==> config.mk <==
export PLATFORM = sky130hd
export DESIGN_NAME = impact_event_detector_unit
export DESIGN_NICKNAME = d
export VERILOG_FILES = /design/src/design/ied_pkg.sv /design/src/design/impact_event_detector_unit.sv
export SDC_FILE = /design/constraint.sdc
export NUM_CORES = 2
export LEC_CHECK = 0
export BUFFER_PORTS_ARGS = -buffer_cell sky130_fd_sc_hd__buf_4
export CELL_PAD_IN_SITES_DETAIL_PLACEMENT = 0
export CELL_PAD_IN_SITES_GLOBAL_PLACEMENT = 1
export CORE_MARGIN = 4
export CORE_UTILIZATION = 50
export CTS_CLUSTER_DIAMETER = 120
export CTS_CLUSTER_SIZE = 8
export DETAILED_ROUTE_END_ITERATION = 10
export GPL_TIMING_DRIVEN = 0
export PLACE_DENSITY_LB_ADDON = 0.05
export REMOVE_ABC_BUFFERS = 1
export SETUP_SLACK_MARGIN = 0.4
export SLEW_MARGIN = 0
export SYNTH_ARGS = -nofsm -noshare
export SYNTH_HDL_FRONTEND = slang
export SYNTH_SLANG_ARGS = --single-unit
==> constraint.sdc <==
create_clock -name clk -period 13.1 [get_ports clk]
set_input_delay 0.655 -clock clk [delete_from_list [all_inputs] [get_ports clk]]
set_output_delay 0.655 -clock clk [all_outputs]
set_load 0.01 [all_outputs]
==> src/design/ied_pkg.sv <==
package ied_pkg;

	typedef struct packed {
		logic signed [15:0] drive_axis;
		logic signed [15:0] turn_axis;
		logic               bumper_seen;
		logic               force_trigger;
		logic               signal_print_on;
		logic               registering_on;
		logic               is_calibrated;
	} ied_in_t;

	typedef struct packed {
		logic [1:0]  phase;
		logic        accident_found;
		logic        alert_out;
		logic        lab_report;
		logic [15:0] peak_g;
		logic [8:0]  impact_dir;
		logic        beep_long;
		logic        beep_short;
		logic        clear_motion;
	} ied_out_t;

	localparam logic [1:0] PH_IDLE   = 2'd0;
	localparam logic [1:0] PH_OBS    = 2'd1;
	localparam logic [1:0] PH_HOLD   = 2'd2;
	localparam logic [1:0] PH_UNUSED = 2'd3;

	localparam logic [2:0] REG_ACC   = 3'd0;
	localparam logic [2:0] REG_START = 3'd1;
	localparam logic [2:0] REG_WIN   = 3'd2;
	localparam logic [2:0] REG_HOLD  = 3'd3;
	localparam logic [2:0] REG_LAB   = 3'd4;
	localparam logic [2:0] REG_BUZZ  = 3'd5;

	localparam int ANGLE_STEPS = 20;

	// atan(2^-i) in Q16 degrees
	function automatic logic [21:0] atan_q16(input logic [4:0] i);
		logic [21:0] r;
		unique case (i)
			5'd0:  r = 22'd2949120;
			5'd1:  r = 22'd1740967;
			5'd2:  r = 22'd919879;
			5'd3:  r = 22'd466945;
			5'd4:  r = 22'd234379;
			5'd5:  r = 22'd117304;
			5'd6:  r = 22'd58666;
			5'd7:  r = 22'd29335;
			5'd8:  r = 22'd14668;
			5'd9:  r = 22'd7334;
			5'd10: r = 22'd3667;
			5'd11: r = 22'd1833;
			5'd12: r = 22'd917;
			5'd13: r = 22'd458;
			5'd14: r = 22'd229;
			5'd15: r = 22'd115;
			5'd16: r = 22'd57;
			5'd17: r = 22'd29;
			5'd18: r = 22'd14;
			5'd19: r = 22'd7;
			default: r = 22'd0;
		endcase
		return r;
	endfunction

endpackage

==> src/design/impact_event_detector_unit.sv <==
// Impact event detector: one request of two-axis acceleration plus flags
// gives one result. A request goes straight to the output state when the block
// is suspended or detection is off, through the decision state alone in holdoff
// without an alert, and through the magnitude path otherwise: a restoring square
// root that settles two radicand bits a cycle (a load step, then one digit step
// per root bit), a decision state and the output state. Working a hit angle adds
// a CORDIC load step, 20 rotations one a cycle, and a mapping step. One request
// is worked at a time; a new request is taken the cycle after the result is
// loaded, and while that result waits in the output register under a stalled
// receiver.
module impact_event_detector_unit #(
	parameter int SAMPLE_BITS = 16
) (
	input  logic              clk,
	input  logic              arst_n,
	input  logic              in_valid,
	output logic              in_stall,
	input  ied_pkg::ied_in_t  in_data,
	output logic              out_valid,
	input  logic              out_stall,
	output ied_pkg::ied_out_t out_data,
	input  logic              psel,
	input  logic              penable,
	input  logic              pwrite,
	input  logic [4:0]        paddr,
	input  logic [31:0]       pwdata,
	output logic [31:0]       prdata,
	output logic              pready
);
	import ied_pkg::*;

	localparam int PW    = 2 * SAMPLE_BITS;
	localparam int SQ_W  = 2 * SAMPLE_BITS + 2;
	localparam int SQ_IT = SQ_W / 2;

	typedef enum logic [2:0] {S_IDLE, S_SQRT, S_DECIDE, S_CORDIC, S_FINISH, S_OUT} st_t;

	st_t st_q;

	// configuration registers
	logic [11:0] acc_level_q;
	logic [14:0] start_level_q;
	logic [9:0]  win_q;
	logic [15:0] hold_q;
	logic        lab_q, buzz_q;

	assign pready = 1'b1;
	always_ff @(posedge clk or negedge arst_n) begin
		if (!arst_n) begin
			acc_level_q <= '0; start_level_q <= 15'd1000; win_q <= 10'd10;
			hold_q <= 16'd3000; lab_q <= 1'b0; buzz_q <= 1'b1;
		end else if (psel && penable && pwrite) begin
			unique case (paddr[4:2])
				REG_ACC:   acc_level_q <= pwdata[11:0];
				REG_START: start_level_q <= pwdata[14:0];
				REG_WIN:   win_q <= pwdata[9:0];
				REG_HOLD:  hold_q <= pwdata[15:0];
				REG_LAB:   lab_q <= pwdata[0];
				REG_BUZZ:  buzz_q <= pwdata[0];
				default: ;
			endcase
		end
	end

	always_comb begin
		unique case (paddr[4:2])
			REG_ACC:   prdata = {20'd0, acc_level_q};
			REG_START: prdata = {17'd0, start_level_q};
			REG_WIN:   prdata = {22'd0, win_q};
			REG_HOLD:  prdata = {16'd0, hold_q};
			REG_LAB:   prdata = {31'd0, lab_q};
			REG_BUZZ:  prdata = {31'd0, buzz_q};
			default:   prdata = '0;
		endcase
	end

	// block state
	logic [1:0]  phase_q;
	logic [15:0] cnt_q, peak_q;
	logic signed [SAMPLE_BITS-1:0] pd_q, pt_q;
	logic [8:0]  angle_q;

	// request latch
	logic signed [SAMPLE_BITS-1:0] d_q, t_q;
	logic bump_q, trig_q;

	// square root datapath
	logic [SQ_W-1:0] rad_q;
	logic [SAMPLE_BITS:0] root_q;
	logic [SAMPLE_BITS+2:0] rem_q;
	logic [5:0] it_q;

	// cordic datapath: sign-magnitude inputs scaled by 2^20
	localparam int CW = SAMPLE_BITS + 23;
	logic signed [CW-1:0] cx_q, cy_q;
	logic signed [23:0] cz_q;
	logic [4:0] ci_q;
	logic c_neg_d, c_pos_t, c_neg_t;
	logic c_zero_t_q, c_eq_q, cd_neg_q, ct_pos_q, ct_neg_q;
	logic ang_from_peak_q;

	// pending result flags
	logic found_q, alert_q, lab_r_q, blong_q, bshort_q, clr_q;

	assign in_stall = (st_q != S_IDLE);

	logic [SAMPLE_BITS-1:0] ad, at;
	always_comb begin
		ad = d_q[SAMPLE_BITS-1] ? SAMPLE_BITS'(-d_q) : d_q;
		at = t_q[SAMPLE_BITS-1] ? SAMPLE_BITS'(-t_q) : t_q;
	end

	// squares of the axis magnitudes
	logic [PW-1:0] sq_d, sq_t;
	always_comb begin
		sq_d = PW'(ad) * PW'(ad);
		sq_t = PW'(at) * PW'(at);
	end

	// sqrt step
	logic [SAMPLE_BITS+2:0] trial;
	logic [SAMPLE_BITS+2:0] rem_sh;
	always_comb begin
		rem_sh = {rem_q[SAMPLE_BITS:0], rad_q[SQ_W-1 -: 2]};
		trial  = {root_q, 2'b01};
	end

	logic susp;
	assign susp = in_data.signal_print_on || in_data.registering_on ||
		!in_data.is_calibrated || (acc_level_q == '0);

	// cordic step
	logic signed [CW-1:0] xs, ys;
	always_comb begin
		xs = cx_q >>> ci_q;
		ys = cy_q[CW-1] ? -((-cy_q) >>> ci_q) : (cy_q >>> ci_q);
	end

	logic signed [SAMPLE_BITS-1:0] ang_d, ang_t;
	logic [SAMPLE_BITS-1:0] am, an;
	logic [16:0] root_n;
	always_comb begin
		root_n = 17'(root_q);
		ang_d = ang_from_peak_q ? pd_q : d_q;
		ang_t = ang_from_peak_q ? pt_q : t_q;
		if (ang_d == '0) ang_d = SAMPLE_BITS'(1);
		am = ang_d[SAMPLE_BITS-1] ? SAMPLE_BITS'(-ang_d) : ang_d;
		an = ang_t[SAMPLE_BITS-1] ? SAMPLE_BITS'(-ang_t) : ang_t;
		c_neg_d = ang_d[SAMPLE_BITS-1];
		c_pos_t = !ang_t[SAMPLE_BITS-1] && (ang_t != '0);
		c_neg_t = ang_t[SAMPLE_BITS-1];
	end

	logic signed [25:0] zc, vv;
	always_comb begin
		if (c_zero_t_q) zc = '0;
		else if (c_eq_q) zc = 26'sd2949120;
		else if (cz_q < 0) zc = '0;
		else if (26'(cz_q) > 26'sd5898239) zc = 26'sd5898239;
		else zc = 26'(cz_q);
		if (cd_neg_q) vv = ct_pos_q ? 26'sd23592960 - zc : zc;
		else vv = ct_neg_q ? 26'sd11796480 - zc : 26'sd11796480 + zc;
	end

	logic [15:0] cnt_inc;
	assign cnt_inc = cnt_q + 16'd1;

	// decision terms for the current sample
	logic [15:0] root16, peak_now;
	logic new_peak, win_end, start_ok;
	always_comb begin
		root16 = root_n[15:0];
		new_peak = root16 > peak_q;
		peak_now = new_peak ? root16 : peak_q;
		win_end = cnt_inc >= 16'(win_q);
		start_ok = !bump_q && (at >= 16'(start_level_q) ||
			ad >= 16'(start_level_q) || trig_q);
	end

	always_ff @(posedge clk or negedge arst_n) begin
		if (!arst_n) begin
			st_q <= S_IDLE; out_valid <= 1'b0; out_data <= '0;
			phase_q <= PH_IDLE; cnt_q <= '0; peak_q <= '0;
			pd_q <= '0; pt_q <= '0; angle_q <= '0;
			d_q <= '0; t_q <= '0; bump_q <= 1'b0; trig_q <= 1'b0;
			rad_q <= '0; root_q <= '0; rem_q <= '0; it_q <= '0;
			cx_q <= '0; cy_q <= '0; cz_q <= '0; ci_q <= '0;
			c_zero_t_q <= 1'b0; c_eq_q <= 1'b0; cd_neg_q <= 1'b0;
			ct_pos_q <= 1'b0; ct_neg_q <= 1'b0; ang_from_peak_q <= 1'b0;
			{found_q, alert_q, lab_r_q, blong_q, bshort_q, clr_q} <= '0;
		end else begin
			if (out_valid && !out_stall && st_q != S_OUT) out_valid <= 1'b0;
			unique case (st_q)
				S_IDLE: if (in_valid && !in_stall) begin
					d_q <= in_data.drive_axis[SAMPLE_BITS-1:0];
					t_q <= in_data.turn_axis[SAMPLE_BITS-1:0];
					bump_q <= in_data.bumper_seen;
					trig_q <= in_data.force_trigger;
					{found_q, alert_q, lab_r_q, blong_q, bshort_q, clr_q} <= '0;
					if (susp) begin
						st_q <= S_OUT;
					end else if (phase_q == PH_HOLD) begin
						st_q <= S_DECIDE;
					end else if (phase_q == PH_UNUSED) begin
						phase_q <= PH_IDLE; st_q <= S_OUT;
					end else begin
						st_q <= S_SQRT;
						it_q <= '0; root_q <= '0; rem_q <= '0;
					end
				end
				S_SQRT: begin
					// first cycle loads the sum of squares; later cycles take digits
					if (it_q == '0) begin
						rad_q <= SQ_W'(sq_d) + SQ_W'(sq_t);
						it_q <= 6'd1;
					end else begin
						rad_q <= rad_q << 2;
						if (rem_sh >= trial) begin
							rem_q <= rem_sh - trial;
							root_q <= {root_q[SAMPLE_BITS-1:0], 1'b1};
						end else begin
							rem_q <= rem_sh;
							root_q <= {root_q[SAMPLE_BITS-1:0], 1'b0};
						end
						if (it_q == 6'(SQ_IT)) st_q <= S_DECIDE;
						it_q <= it_q + 6'd1;
					end
				end
				S_DECIDE: begin
					ci_q <= 5'd31;
					if (phase_q == PH_OBS) begin
						cnt_q <= cnt_inc;
						ang_from_peak_q <= 1'b1;
						if (new_peak) begin
							peak_q <= root16; pd_q <= d_q; pt_q <= t_q;
						end
						if (win_end && lab_q) begin
							lab_r_q <= 1'b1; phase_q <= PH_IDLE; st_q <= S_CORDIC;
						end else if (win_end &&
								(peak_now >= 16'(acc_level_q) * 16'd10 || trig_q)) begin
							phase_q <= PH_HOLD; found_q <= 1'b1; st_q <= S_OUT;
						end else begin
							// bumper or a quiet window ends observation
							if (win_end || bump_q) phase_q <= PH_IDLE;
							st_q <= S_OUT;
						end
					end else if (phase_q == PH_HOLD) begin
						clr_q <= 1'b1;
						cnt_q <= cnt_inc;
						ang_from_peak_q <= 1'b1;
						if (cnt_q == 16'(win_q)) begin
							alert_q <= 1'b1; blong_q <= buzz_q; st_q <= S_CORDIC;
						end else begin
							st_q <= S_OUT;
						end
						if (cnt_inc >= hold_q) begin
							phase_q <= PH_IDLE; bshort_q <= buzz_q;
						end
					end else if (start_ok) begin
						phase_q <= PH_OBS; cnt_q <= 16'd1;
						pd_q <= d_q; pt_q <= t_q; peak_q <= root16;
						ang_from_peak_q <= 1'b0; st_q <= S_CORDIC;
					end else begin
						st_q <= S_OUT;
					end
				end
				S_CORDIC: begin
					if (ci_q == 5'd31) begin
						// load from sign-magnitude operands
						cx_q <= CW'({am, 20'd0}); cy_q <= CW'({an, 20'd0});
						cz_q <= '0; ci_q <= '0;
						c_zero_t_q <= (an == '0); c_eq_q <= (an == am);
						cd_neg_q <= c_neg_d; ct_pos_q <= c_pos_t; ct_neg_q <= c_neg_t;
					end else begin
						if (!cy_q[CW-1]) begin
							cx_q <= cx_q + ys; cy_q <= cy_q - xs;
							cz_q <= cz_q + 24'(atan_q16(ci_q));
						end else begin
							cx_q <= cx_q - ys; cy_q <= cy_q + xs;
							cz_q <= cz_q - 24'(atan_q16(ci_q));
						end
						if (ci_q == 5'(ANGLE_STEPS - 1)) st_q <= S_FINISH;
						ci_q <= ci_q + 5'd1;
					end
				end
				S_FINISH: begin
					angle_q <= (vv[25:16] > 10'sd359) ? 9'd359 : vv[24:16];
					st_q <= S_OUT;
				end
				S_OUT: if (!out_valid || !out_stall) begin
					out_valid <= 1'b1;
					out_data.phase <= phase_q;
					out_data.accident_found <= found_q;
					out_data.alert_out <= alert_q;
					out_data.lab_report <= lab_r_q;
					out_data.peak_g <= peak_q;
					out_data.impact_dir <= angle_q;
					out_data.beep_long <= blong_q;
					out_data.beep_short <= bshort_q;
					out_data.clear_motion <= clr_q;
					st_q <= S_IDLE;
				end
				default: st_q <= S_IDLE;
			endcase
		end
	end
endmodule

==> results by group <==
Synthesis
  • Synth area leader: dfrtp_1
  • Syn avg cell area: 8.25 um^2
  • Ys flop type: dfrtp_1
  • Post-Syn Area: 54300 um^2
  • Share of the yosys chip area belonging to registers: 18.2%
  • Leading cell types by total area after synthesis: dfrtp_1 17%, fa_1 14%, ha_1 10%
  • Warnings from Yosys: 0
  • Synth Register Bits: 394
  • Post-synth cell types: 102
  • Post-synth EDFFs: 0
  • Async S/R FF share, synth: 100%
  • Post-synth top area share: 17.4%
  • Cells after synthesis: 6578

Timing
  • Worst Max-Slew Pin Slew: 1.51 ns
  • Fin crit share: 93.6%
  • Slew headroom: -1.27%
  • Max Freq: 0.0815 GHz
  • Final Max Slew Viols: 16
  • Final-report setup violation count: 0
  • Tmin final: 12.27 ns
  • Clock skew: 0.0594 ns
  • Final Hold Viols: 0
  • RSZ-0062 raised after global routing: yes

Critical path
  • WP buf/inv: 7
  • Crit path DAT: 12.78 ns
  • Worst path slowest cell: xor2_1
  • Worst Setup EP: rad_q[32]$_DFFE_PN0P_
  • Reg2Reg Depth: 35
  • Worst r2r dst: rad_q[32]$_DFFE_PN0P_
  • Worst setup SP type: flop
  • Critical Path Most Common Cell: fa_1
  • CP Depth: 35
  • CP max FO: 13
  • CP peak stage delay: 1.08 ns
  • Req. time, crit path: 13.61 ns
  • Flop2flop setup slack: 0.83 ns
  • Worst flop-to-flop path startpoint: d_q[0]$_DFFE_PN0P_
  • CP Launch Point: d_q[0]$_DFFE_PN0P_
  • Setup crit end kind: flop
  • CP delay by family, top: adder cells
  • CP Class: reg2reg

Cells and area
  • # fillers: 10300
  • Antenna fix cells: 0
  • Area growth, synth to finish: 7.02%
  • Register area: 9900 um^2
  • Multi-input gate area: 40300 um^2
  • Layout cells sized above 1: 8.55%
  • Util after Layout: 54.1%
  • Commonest non-fill, non-tap cell in the layout: nand2_1
  • # nets final: 7382
  • Most frequent cells in the layout: 814 x nand2_1, 755 x inv_1, 541 x nor2_1

Floorplan
  • Row cnt: 120
  • I/O Pins: 149
  • Initial core utilization: 50.5%
  • Core ar.: 107000 um^2
  • Die Y: 337 um
  • Die Wd: 337 um
  • DIE AREA: 114000 um^2

Outcome
  • Failing checks: max-capacitance violations, max-slew violations
  • Outcome: complete, but fails checks

Clock network
  • CTS clock-pin slew for the worst setup and hold paths: 0.06 ns
  • Clock Root Buffer: clkbuf_16
  • CTS tree: done
  • Longest Clk Path Bufs: 3
  • Cts hold-fix bufs: 0
  • Htree depth: 2
  • CTS Buf Count: 55
  • Clock Sink Count: 394
  • Clock Latency Late Sink: 0.66 ns

Global route
  • Number of global-route vias before repair: 46400
  • Grt ovf: 0
  • Tot GR Track Use: 31.3%
  • Initial antenna violation count: 0
  • First-pass GRT wire length: 278 mm
  • Largest net degree at the start of global routing: 113

Drt
  • Drt via density: 6.01
  • Via count: 47400
  • Post-Route WL: 178 mm
  • Initial DRC Count: 3830
  • # DRC: 0
  • Routed len/inst: 22.6 um
  • Antenna viol nets, final: 0
  • TritonRoute pass-1 iters: 8

Job
  • # Max-Cap Violations: 3

Worst hold path
  • HP Class: in2async

Place
  • Number of port buffers: 113
  • Detailed placement HPWL: 139 mm
  • GPL Wtd Cong: 0.948
[sequential cells by signal (all words and copies together), names as in the netlist, 15 cells and up]
signal / count
cx_q: 39
start_level_q: 15
pt_q: 16
pd_q: 16
rad_q: 34
peak_q: 16
d_q: 16
cz_q: 24
hold_q: 16
t_q: 16
cy_q: 39
out_data: 33
cnt_q: 16
root_n: 17
rem_q: 17
[Yosys cell counts, drive strengths merged, types with 141 or more instances]
master and number:
clkbuf 269, inv 762, ha 451, nor2 547
a21oi 327, dfrtp 378, fa 391, mux2i 166
xor2 141, o21ai 394, xnor2 208, nand2 815
[cells by family (layout without fill, tap and decap cells)]
logic type	Yosys count	after routing	synth area share, %
simple gates	2080	2080	17.8
compound gates	1405	1405	16.7
buf+inv	1145	1010	8.14
fa+ha+maj	842	842	24.8
flops	394	394	18.2
mux	361	361	8.65
xor+xnor	349	349	5.63
other cells	2	41	0.0138
[worst reg2reg max path: cells and delay by family (launching register included)]
kind            cells  cell delay (ns)
xor+xnor            2             1.28
flops               1             0.69
compound gates     11             2.50
fa+ha+maj          10             4.69
buf+inv             7             1.96
simple gates        5             1.03
[per-stage QoR]
step                setup slack, ns  cell area (um^2)  instances  hold slack [ns]  TNS (ns)
floorplan                    -0.456             52900       6249            0.359    -0.539
global placement              -5.03             55500       7765            0.459   -163.21
detailed placement            0.466             56500       7802            0.470         0
CTS                           0.419             58000       7882           0.0741         0
global route                  0.369             58100       7885            0.128         0
finish                        0.835             58100       7885           0.0200         0
[per-layer routing]
layer | vias to the layer above | wire length (um) | global-route usage, %
met2 | 1519 | 83200 | 51.4
met5 | - | 0 | 0
li1 | 22300 | - | -
met1 | 23200 | 75200 | 41.8
met3 | 399 | 9580 | 3.27
met4 | 0 | 10000 | 14.8
[layout make-up]
| type | count | share of cell area (%) |
|---|---|---|
| Clock buffer | 77 | 2.56 |
| Tap cell | 1403 | 3.02 |
| Sequential cell | 394 | 17.1 |
| Inverter | 777 | 5.04 |
| Clock inverter | 3 | 0.101 |
| Multi-Input combinational cell | 5078 | 69.4 |
| Timing Repair Buffer | 153 | 2.82 |
[timing repair]
action,in CTS,in global routing
setup buffers,0,3
resized for setup,0,2
endpoints found under the setup margin,0,7
[worst min path at each step]
stage | from | slack, ns | to | cells past startpoint
after floorplan | arst_n | 0.36 | acc_level_q[0]$_DFFE_PN0P_ | 0
after global placement | rad_q[16]$_DFFE_PN0P_ | 0.46 | rad_q[16]$_DFFE_PN0P_ | 2
after detailed placement | rad_q[0]$_DFFE_PN0P_ | 0.47 | rad_q[0]$_DFFE_PN0P_ | 2
after CTS | arst_n | 0.07 | cz_q[2]$_DFFE_PN0P_ | 1
after global routing | arst_n | 0.13 | cz_q[2]$_DFFE_PN0P_ | 1
final | arst_n | 0.02 | cz_q[5]$_DFFE_PN0P_ | 1
Power is not shown: default switching activity piles up to over one toggle a cycle in this logic, so the estimate is an artifact.
